File: src/vlc_pkg.sv
// shared types and constants of the voltage loop 2p2z compensator
package vlc_pkg;

  // input item of the compensator
  typedef struct packed {
    logic        operation;
    logic [9:0]  sample_a;
    logic [9:0]  sample_b;
    logic [11:0] target;
    logic [14:0] period_command;
    logic [10:0] gain_factor;
  } vlc_in_t;

  // result item of the compensator
  typedef struct packed {
    logic [14:0]        drive;
    logic signed [7:0]  limited_error;
    logic [11:0]        voltage_sum;
  } vlc_out_t;

  // operation codes
  localparam logic OP_RUN     = 1'b0;
  localparam logic OP_PRELOAD = 1'b1;

  // configuration register indexes
  localparam int unsigned CFG_IDX_W = 3;
  typedef enum logic [CFG_IDX_W-1:0] {
    CFG_NUM0 = 3'd0,
    CFG_NUM1 = 3'd1,
    CFG_NUM2 = 3'd2,
    CFG_DEN1 = 3'd3,
    CFG_DEN2 = 3'd4
  } vlc_cfg_e;

  // coefficient reset values
  localparam logic signed [31:0] NUM0_RST = -32'sd63962;
  localparam logic signed [31:0] NUM1_RST = 32'sd79458;
  localparam logic signed [31:0] NUM2_RST = -32'sd22651;
  localparam logic signed [15:0] DEN1_RST = 16'sd8435;
  localparam logic signed [15:0] DEN2_RST = -16'sd243;

  // gain schedule
  localparam logic [31:0] SCHED_MUL = 32'h0000_044D;
  localparam logic [10:0] SCHED_OFS = 11'd74;
  localparam logic [7:0]  SCHED_LO  = 8'd44;
  localparam logic [7:0]  SCHED_HI  = 8'd128;

  // error slew limit and clamp
  localparam logic signed [14:0] SLEW_TRIP = 15'sd100;
  localparam logic signed [13:0] SLEW_STEP = 14'sd50;
  localparam logic signed [13:0] ERR_LIMIT = 14'sd100;

  // drive clamp
  localparam logic signed [31:0] DRIVE_MAX = 32'sd25000;
  localparam logic signed [31:0] DRIVE_MIN = 32'sd2600;

endpackage

File: src/vlc_in_if.sv
// input channel of the compensator: valid, ready and the input item
interface vlc_in_if;
  logic             valid;
  logic             ready;
  vlc_pkg::vlc_in_t data;

  modport source (output valid, output data, input ready);
  modport sink (input valid, input data, output ready);
endinterface

File: src/vlc_out_if.sv
// output channel of the compensator: valid, ready and the result item
interface vlc_out_if;
  logic              valid;
  logic              ready;
  vlc_pkg::vlc_out_t data;

  modport source (output valid, output data, input ready);
  modport sink (input valid, input data, output ready);
endinterface

File: src/voltage_loop_2p2z_compensator_unit.sv
// voltage loop two-pole two-zero compensator with one shared multiplier
//
// in_i carries one item: two adc samples, target, previous period command,
// gain factor and the operation (run one step or preload the history).
// out_o returns exactly one result item per input item: clamped drive,
// limited error and the doubled sample sum. both are valid/ready channels.
// cfg_we_i/cfg_idx_i/cfg_data_i write the five coefficients; write only
// while the block is idle.
// a run item steps one shared 32x32 multiplier (low 32 bits kept) through
// eight products, gain schedule first, then numerator, scaling and feedback
// terms, and a final step clamps the drive into the output register.
// a preload item goes straight to that final step. in_i.ready is high only
// while idle.
// the output register lets the next item be accepted while a result waits;
// if the receiver stalls, a finished item holds at its last step until the
// output register frees, and the history is updated only then.
// reset (rst_ni low, asynchronous) loads the coefficient defaults, clears
// the output and error history and leaves the block idle with no result.
module voltage_loop_2p2z_compensator_unit (
  input  logic                          clk_i,
  input  logic                          rst_ni,
  input  logic                          cfg_we_i,
  input  logic [vlc_pkg::CFG_IDX_W-1:0] cfg_idx_i,
  input  logic [31:0]                   cfg_data_i,
  vlc_in_if.sink                        in_i,
  vlc_out_if.source                     out_o
);

  typedef enum logic {
    S_IDLE,
    S_BUSY
  } state_e;

  typedef enum logic [3:0] {
    STEP_SCHED = 4'd0,
    STEP_KFF   = 4'd1,
    STEP_N0    = 4'd2,
    STEP_N1    = 4'd3,
    STEP_N2    = 4'd4,
    STEP_SCALE = 4'd5,
    STEP_D1    = 4'd6,
    STEP_D2    = 4'd7,
    STEP_OUT   = 4'd8
  } step_e;

  // coefficients
  logic [31:0] num0_q, num1_q, num2_q;
  logic [15:0] den1_q, den2_q;

  // history
  logic [14:0]       out_hist1_q, out_hist2_q;
  logic signed [7:0] err_hist1_q, err_hist2_q;

  // sequencer and item registers
  state_e            state_q;
  step_e             step_q;
  logic              op_q;
  logic [14:0]       period_q;
  logic [10:0]       gain_q;
  logic [11:0]       vsum_q;
  logic signed [7:0] err_q;
  logic [7:0]        sched_q;
  logic [7:0]        kff_q;
  logic [31:0]       acc_q;

  // output register
  logic              out_valid_q;
  vlc_pkg::vlc_out_t out_data_q;

  logic in_fire;
  logic finish;

  assign in_i.ready  = (state_q == S_IDLE);
  assign in_fire     = in_i.valid && in_i.ready;
  assign finish      = (state_q == S_BUSY) && (step_q == STEP_OUT) &&
                       (!out_valid_q || out_o.ready);
  assign out_o.valid = out_valid_q;
  assign out_o.data  = out_data_q;

  // sample sum and slew-limited, clamped error at accept
  logic [10:0]        pair_sum;
  logic [11:0]        vsum_d;
  logic signed [13:0] raw_err;
  logic signed [14:0] err_delta;
  logic signed [13:0] hist1_ext;
  logic signed [13:0] slew_err;
  logic signed [7:0]  err_d;

  always_comb begin
    pair_sum  = {1'b0, in_i.data.sample_a} + {1'b0, in_i.data.sample_b};
    vsum_d    = {pair_sum, 1'b0};
    raw_err   = $signed({2'b00, in_i.data.target}) - $signed({2'b00, vsum_d});
    hist1_ext = {{6{err_hist1_q[7]}}, err_hist1_q};
    err_delta = {raw_err[13], raw_err} - {hist1_ext[13], hist1_ext};
    if (err_delta > vlc_pkg::SLEW_TRIP) begin
      slew_err = hist1_ext + vlc_pkg::SLEW_STEP;
    end else if (err_delta < -vlc_pkg::SLEW_TRIP) begin
      slew_err = hist1_ext - vlc_pkg::SLEW_STEP;
    end else begin
      slew_err = raw_err;
    end
    if (slew_err > vlc_pkg::ERR_LIMIT) begin
      err_d = vlc_pkg::ERR_LIMIT[7:0];
    end else if (slew_err < -vlc_pkg::ERR_LIMIT) begin
      err_d = 8'(-vlc_pkg::ERR_LIMIT);
    end else begin
      err_d = slew_err[7:0];
    end
  end

  // shared multiplier operand select
  logic [31:0] mul_a, mul_b, mul_p;

  always_comb begin
    case (step_q)
      STEP_SCHED: begin
        mul_a = {17'd0, period_q};
        mul_b = vlc_pkg::SCHED_MUL;
      end
      STEP_KFF: begin
        mul_a = {24'd0, sched_q};
        mul_b = {21'd0, gain_q};
      end
      STEP_N0: begin
        mul_a = {{24{err_q[7]}}, err_q};
        mul_b = num0_q;
      end
      STEP_N1: begin
        mul_a = {{24{err_hist1_q[7]}}, err_hist1_q};
        mul_b = num1_q;
      end
      STEP_N2: begin
        mul_a = {{24{err_hist2_q[7]}}, err_hist2_q};
        mul_b = num2_q;
      end
      STEP_SCALE: begin
        mul_a = {24'd0, kff_q};
        mul_b = acc_q;
      end
      STEP_D1: begin
        mul_a = {{16{den1_q[15]}}, den1_q};
        mul_b = {17'd0, out_hist1_q};
      end
      STEP_D2: begin
        mul_a = {{16{den2_q[15]}}, den2_q};
        mul_b = {17'd0, out_hist2_q};
      end
      default: begin
        mul_a = '0;
        mul_b = '0;
      end
    endcase
  end

  assign mul_p = mul_a * mul_b;

  // gain schedule clamp from the first product
  logic [10:0] sched_raw;
  logic [7:0]  sched_d;

  always_comb begin
    sched_raw = mul_p[25:15];
    if (sched_raw <= (vlc_pkg::SCHED_OFS + {3'd0, vlc_pkg::SCHED_LO})) begin
      sched_d = vlc_pkg::SCHED_LO;
    end else if (sched_raw > (vlc_pkg::SCHED_OFS + {3'd0, vlc_pkg::SCHED_HI})) begin
      sched_d = vlc_pkg::SCHED_HI;
    end else begin
      sched_d = 8'(sched_raw - vlc_pkg::SCHED_OFS);
    end
  end

  // final shift and drive clamp
  logic signed [31:0] y_val;
  logic [14:0]        drive_d;

  always_comb begin
    y_val = $signed(acc_q) >>> 13;
    if (y_val > vlc_pkg::DRIVE_MAX) begin
      drive_d = vlc_pkg::DRIVE_MAX[14:0];
    end else if (y_val <= vlc_pkg::DRIVE_MIN) begin
      drive_d = vlc_pkg::DRIVE_MIN[14:0];
    end else begin
      drive_d = y_val[14:0];
    end
  end

  // sequencer, datapath registers, history and output register
  always_ff @(posedge clk_i or negedge rst_ni) begin
    if (!rst_ni) begin
      state_q     <= S_IDLE;
      step_q      <= STEP_SCHED;
      num0_q      <= vlc_pkg::NUM0_RST;
      num1_q      <= vlc_pkg::NUM1_RST;
      num2_q      <= vlc_pkg::NUM2_RST;
      den1_q      <= vlc_pkg::DEN1_RST;
      den2_q      <= vlc_pkg::DEN2_RST;
      out_hist1_q <= '0;
      out_hist2_q <= '0;
      err_hist1_q <= '0;
      err_hist2_q <= '0;
      op_q        <= vlc_pkg::OP_RUN;
      period_q    <= '0;
      gain_q      <= '0;
      vsum_q      <= '0;
      err_q       <= '0;
      sched_q     <= '0;
      kff_q       <= '0;
      acc_q       <= '0;
      out_valid_q <= 1'b0;
      out_data_q  <= '0;
    end else begin
      // coefficient writes
      if (cfg_we_i) begin
        case (cfg_idx_i)
          vlc_pkg::CFG_NUM0: num0_q <= cfg_data_i;
          vlc_pkg::CFG_NUM1: num1_q <= cfg_data_i;
          vlc_pkg::CFG_NUM2: num2_q <= cfg_data_i;
          vlc_pkg::CFG_DEN1: den1_q <= cfg_data_i[15:0];
          vlc_pkg::CFG_DEN2: den2_q <= cfg_data_i[15:0];
          default: ;
        endcase
      end

      // new result loaded, or result taken by the receiver
      if (finish) begin
        out_valid_q <= 1'b1;
      end else if (out_o.ready) begin
        out_valid_q <= 1'b0;
      end

      case (state_q)
        S_IDLE: begin
          if (in_fire) begin
            state_q  <= S_BUSY;
            op_q     <= in_i.data.operation;
            period_q <= in_i.data.period_command;
            gain_q   <= in_i.data.gain_factor;
            vsum_q   <= vsum_d;
            err_q    <= err_d;
            step_q   <= (in_i.data.operation == vlc_pkg::OP_PRELOAD) ? STEP_OUT
                                                                     : STEP_SCHED;
          end
        end
        S_BUSY: begin
          case (step_q)
            STEP_SCHED: sched_q <= sched_d;
            STEP_KFF:   kff_q   <= mul_p[17:10];
            STEP_N0:    acc_q   <= mul_p;
            STEP_N1:    acc_q   <= acc_q + mul_p;
            STEP_N2:    acc_q   <= acc_q + mul_p;
            STEP_SCALE: acc_q   <= {{7{mul_p[31]}}, mul_p[31:7]};
            STEP_D1:    acc_q   <= acc_q + mul_p;
            STEP_D2:    acc_q   <= acc_q + mul_p;
            default: ;
          endcase
          if (step_q != STEP_OUT) begin
            step_q <= step_e'(step_q + 4'd1);
          end
          // load result and update history once the output register is free
          if (finish) begin
            state_q                  <= S_IDLE;
            out_data_q.voltage_sum   <= vsum_q;
            if (op_q == vlc_pkg::OP_PRELOAD) begin
              out_data_q.drive         <= period_q;
              out_data_q.limited_error <= '0;
              out_hist1_q              <= period_q;
              out_hist2_q              <= period_q;
              err_hist1_q              <= '0;
              err_hist2_q              <= '0;
            end else begin
              out_data_q.drive         <= drive_d;
              out_data_q.limited_error <= err_q;
              out_hist1_q              <= drive_d;
              out_hist2_q              <= out_hist1_q;
              err_hist1_q              <= err_q;
              err_hist2_q              <= err_hist1_q;
            end
          end
        end
        default: state_q <= S_IDLE;
      endcase
    end
  end

`ifndef ASSERT_OFF
  // an accepted item makes the block busy in the cycle after its accept
  a_busy_after_accept: assert property (@(posedge clk_i) disable iff (!rst_ni)
    in_fire |=> !in_i.ready)
    else $error("block ready right after accepting an item");

  // the step counter advances by one while a run item is in the multiplier
  a_step_advance: assert property (@(posedge clk_i) disable iff (!rst_ni)
    (state_q == S_BUSY && step_q != STEP_OUT) |=> (step_q == $past(step_q) + 4'd1))
    else $error("sequencer skipped a step");

  // limited error stays within its clamp
  a_err_range: assert property (@(posedge clk_i) disable iff (!rst_ni)
    out_valid_q |-> (out_data_q.limited_error <= 8'sd100 &&
                     out_data_q.limited_error >= -8'sd100))
    else $error("limited error out of range");

  // a run result with nonzero error carries a clamped drive
  a_drive_range: assert property (@(posedge clk_i) disable iff (!rst_ni)
    (out_valid_q && out_data_q.limited_error != 8'sd0) |->
      (out_data_q.drive >= 15'd2600 && out_data_q.drive <= 15'd25000))
    else $error("drive outside its clamp");

  // a new result is loaded only when the old one was free or taken
  a_no_overwrite: assert property (@(posedge clk_i) disable iff (!rst_ni)
    (out_valid_q && !out_o.ready) |=> (out_valid_q && $stable(out_data_q)))
    else $error("waiting result overwritten");
`endif

endmodule

File: src/flat_wrapper.sv
// flat-port wrapper written by rule: the top's interface ports become plain ports
module voltage_loop_2p2z_compensator_unit_flat 
  (clk_i, rst_ni, cfg_we_i, cfg_idx_i, cfg_data_i, in_i_valid, in_i_data, in_i_ready, out_o_valid, out_o_data, out_o_ready);
  vlc_in_if in_i_i ();
  vlc_out_if out_o_i ();
  input  logic clk_i;
  input  logic rst_ni;
  input  logic cfg_we_i;
  input  logic [vlc_pkg::CFG_IDX_W-1:0] cfg_idx_i;
  input  logic [31:0] cfg_data_i;
  input wire logic [$bits(in_i_i.valid)-1:0] in_i_valid;
  input wire logic [$bits(in_i_i.data)-1:0] in_i_data;
  output wire logic [$bits(in_i_i.ready)-1:0] in_i_ready;
  output wire logic [$bits(out_o_i.valid)-1:0] out_o_valid;
  output wire logic [$bits(out_o_i.data)-1:0] out_o_data;
  input wire logic [$bits(out_o_i.ready)-1:0] out_o_ready;
  assign in_i_i.valid = in_i_valid;
  assign in_i_i.data = in_i_data;
  assign in_i_ready = in_i_i.ready;
  assign out_o_valid = out_o_i.valid;
  assign out_o_data = out_o_i.data;
  assign out_o_i.ready = out_o_ready;
  voltage_loop_2p2z_compensator_unit u_core (.clk_i(clk_i), .rst_ni(rst_ni), .cfg_we_i(cfg_we_i), .cfg_idx_i(cfg_idx_i), .cfg_data_i(cfg_data_i), .in_i(in_i_i), .out_o(out_o_i));
endmodule
File: config.mk
export PLATFORM = sky130hd
export DESIGN_NAME = voltage_loop_2p2z_compensator_unit_flat
export DESIGN_NICKNAME = d
export VERILOG_FILES = /design/src/vlc_pkg.sv /design/src/vlc_in_if.sv /design/src/vlc_out_if.sv /design/src/voltage_loop_2p2z_compensator_unit.sv /design/src/flat_wrapper.sv
export SDC_FILE = /design/constraint.sdc
export NUM_CORES = 2
export LEC_CHECK = 0
export BUFFER_PORTS_ARGS = -buffer_cell sky130_fd_sc_hd__buf_2
export CORE_ASPECT_RATIO = 0.6
export CORE_MARGIN = 2
export CORE_UTILIZATION = 55
export CTS_BUF_LIST = sky130_fd_sc_hd__clkbuf_8 sky130_fd_sc_hd__clkbuf_16
export DETAILED_ROUTE_END_ITERATION = 12
export PLACE_DENSITY = 0.72
export SYNTH_ARGS = -nofsm -noshare
export SYNTH_HDL_FRONTEND = slang
export SYNTH_SLANG_ARGS = --single-unit
File: constraint.sdc
create_clock -name clk_i -period 12.9 [get_ports clk_i]
set_clock_uncertainty 0.1 [all_clocks]
set_input_delay 2.58 -clock clk_i [delete_from_list [all_inputs] [get_ports clk_i]]
set_output_delay 2.58 -clock clk_i [all_outputs]
set_load 0.005 [all_outputs]
==> impl_metrics.csv <==
group,metric,value,unit
sta,rsz0062_at_grt,"no",
logic_synthesis,avgSynthCellArea,9.25,µm²
route,drc,0,
power,p_leak,0.0159,µW
hold_path,hp-class,"flop to flop",
cts,ctsResizeCount,0,
floorplanning,die_area,57900,µm²
logic_synthesis,ys_seq_elements,285,
floorplanning,fp.dieH,187,µm
logic_synthesis,netlist_area,30800,µm²
worst_setup_path,cp_slowest_cell,"a2111oi_0",
power,finalPower,6430,µW
floorplanning,start_util,55.4,%
worst_setup_path,cp_common_cell,"fa_1",
logic_synthesis,synth_commonest_cells,"455 x inv_1, 402 x nand2_1, 362 x fa_1",
floorplanning,core-area,55600,µm²
route,drt-total-wl,102,mm
sta,timing.slew.headroom,12.7,%
cts,cts_tree,"done",
cts,root_buffer,"clkbuf_16",
sta,fmax,82.0,MHz
power,power_density,194,nW/µm²
logic_synthesis,synth_top_area_share,23.5,%
logic_synthesis,synth.most_common_cell,"inv_1",
cts,cts.repair_timing.setup_buffer_count,0,
worst_setup_path,max_stage_delay,930,ps
global_route,track_usage,36.1,%
worst_setup_path,critPathMaxFanout,37,
floorplanning,die_w,309,µm
cts,clkLatencyLatePin,560,ps
power,ir_drop,0.118,mV
global_route,grt_pass1_wl,159,mm
logic_synthesis,async_reset_ff_share,100,%
place,hpwl,80.4,mm
sta,hold_viol_final,0,
sta,finalCriticalPeriod,12190,ps
route,ant_nets,0,
worst_setup_path,cp_data_required_time,13280,ps
worst_setup_path,end_kind,"flop",
sta,tns,0,ps
route,drt-initial-drc-count,3136,
status,status,"finished clean",
sta,final_max_slew_viol_count,0,
global_route,gr-total-overflow,0,
logic_synthesis,synthesis.nets,3984,
worst_setup_path,critPathLaunchType,"flop",
logic_synthesis,synth-edff-count,0,
global_route,grt_max_degree,159,
logic_synthesis,synth_cell_types,102,
floorplanning,design.portCount,136,
cells_and_area,drive_above_1_share,15.0,%
cts,cts_hold_buf,0,
route,vias,25900,
logic_synthesis,synthCells,3327,
place,gp_congestion,0.978,
place,io_buffer_count,134,
worst_setup_path,crit_type,"flop to flop",
worst_setup_path,cp_data_arrival_time,12570,ps
global_route,grt_pass1_vias,26300,
job,max_cap_viol_count,0,
logic_synthesis,synthTopCellsByArea,"fa_1 24%, dfrtp_1 17%, ha_1 8.0%, dfstp_2 6.1%, inv_1 5.5%",
global_route,antenna_found_initial,2,
logic_synthesis,ys_seq_area_share,23.5,%
route,drt-vias-per-instance,6.22,
sta,tightest_slew,1310,ps
cells_and_area,syn_to_final_growth,7.60,%
cts,clk_pin_slew,70,ps
route,firstDrtPassIters,7,
cells_and_area,fin_nets,4035,
cts,numCtsBuffers,25,
logic_synthesis,synth_area_leader_cell,"fa_1",
sta,fin_crit_sh,94.5,%
cts,cts.path.max_buffers,3,
cts,cts_num_sinks,285,
cts,htree_levels,1,
route,wl_per_cell,24.5,µm
logic_synthesis,synth_top_flop_cell,"dfrtp_1",
floorplanning,rows,67,
logic_synthesis,yosysWarnings,0,
sta,setup_viol,0,
## stage by stage
stage / cell area (µm²) / hold WS, ps / setup slack (ps) / utilization [%] / instances
detailed placement: 32300 / 357 / 1040 / 58.0 / 4110
global route: 33100 / 399 / 270 / 59.6 / 4156
global placement: 32300 / 347 / 1380 / 58.0 / 4110
floorplan: 30800 / 339 / 2780 / - / 3327
finish: 33100 / 371 / 709 / 59.6 / 4157
CTS: 33100 / 372 / 1000 / 59.6 / 4156
## cell usage in the layout, fill, tap and decap left out, types with 25 or more instances in the layout
cell type  synthesis  final
nor2b_1           27     25
a22oi_1           56     56
mux2_2           133    133
a21oi_1          113    113
ha_1             196    196
nor3_1            32     29
a221oi_1          38     35
a21o_1            27     27
dfrtp_1          214    213
xor2_1            32     32
buf_2             28    133
nand2_1          402    401
buf_4              4     58
inv_1            455    463
xnor2_1           77     77
nor2_1           303    302
o21ai_0          111    110
clkbuf_16          0     25
o21a_1            25     25
fa_1             362    362
dfstp_2           71     71
nand3_1           51     51
nand2b_1          46     45
## final timing paths
check / to / from / slack [ps] / cells past startpoint
max: u_core.acc_q[28]$_DFFE_PN0P_ / u_core.step_q[2]$_DFFE_PN0P_ / 710 / 40
min: u_core.out_o.data[11]$_DFFE_PN0P_ / u_core.vsum_q[11]$_DFFE_PN0P_ / 370 / 2
max reg2reg: u_core.acc_q[28]$_DFFE_PN0P_ / u_core.step_q[2]$_DFFE_PN0P_ / 710 / 40
min reg2reg: u_core.out_o.data[11]$_DFFE_PN0P_ / u_core.vsum_q[11]$_DFFE_PN0P_ / 370 / 2
max in group asynchronous: u_core.step_q[2]$_DFFE_PN0P_ / rst_ni / 9100 / 2
min in group asynchronous: u_core.num2_q[5]$_DFFE_PN0P_ / rst_ni / 2040 / 1
## cell families (layout without fill, tap and decap cells)
group | count (synthesis) | after routing | share of synthesized area [%]
AOI/OAI and AO/OA | 586 | 586 | 13.3
xor gates and xnor gates | 111 | 111 | 3.23
adders and majority gates | 558 | 558 | 31.5
buffers and inverters | 624 | 694 | 7.87
DFF | 285 | 285 | 23.5
muxes | 155 | 155 | 5.58
other | 1 | 2 | 0.0122
and+or+nand+nor | 1007 | 1007 | 15.0
## worst max-delay path: cells and delay by family (launching register included)
| family | cells | cell delay [ps] |
|---|---|---|
| compound gates | 11 | 3440 |
| xor+xnor | 2 | 410 |
| fa+ha+maj | 10 | 4180 |
| buf+inv | 7 | 880 |
| flops | 1 | 850 |
| simple gates | 10 | 2220 |
## metal layers
layer | global-route usage, % | up-vias | routed length (µm)
met4 | 7.84 | 2 | 2560
met5 | 0 | - | 10
met3 | 10.2 | 203 | 12700
met2 | 50.2 | 1509 | 41400
li1 | - | 11100 | -
met1 | 55.6 | 13100 | 45300
## report_power, final
group	switching [µW]	internal, µW	leakage (µW)
Clock	366	442	0.000448
Combinational	2570	1440	0.0121
Sequential	388	1220	0.00342
## sequential cells by signal (all words and copies together), names as in the netlist, 11 cells and up
register	count
u_core.gain_q	11
u_core.num0_q	32
u_core.num2_q	32
u_core.out_o.data	34
u_core.den1_q	16
u_core.acc_q	32
u_core.out_hist2_q	15
u_core.vsum_q	11
u_core.den2_q	16
u_core.period_q	15
u_core.num1_q	32
## cell type report
| class | count | area (µm²) |
|---|---|---|
| Fill cell | 4763 | 22500 |
| Multi-Input combinational cell | 2418 | 21200 |
| Sequential cell | 285 | 7220 |
| Inverter | 455 | 1710 |
| Timing Repair Buffer | 193 | 1140 |
| Tap cell | 759 | 950 |
| Clock buffer | 26 | 639 |
| Clock inverter | 20 | 205 |
| Antenna cell | 1 | 2.50 |
(Power assumes the default switching activity.)
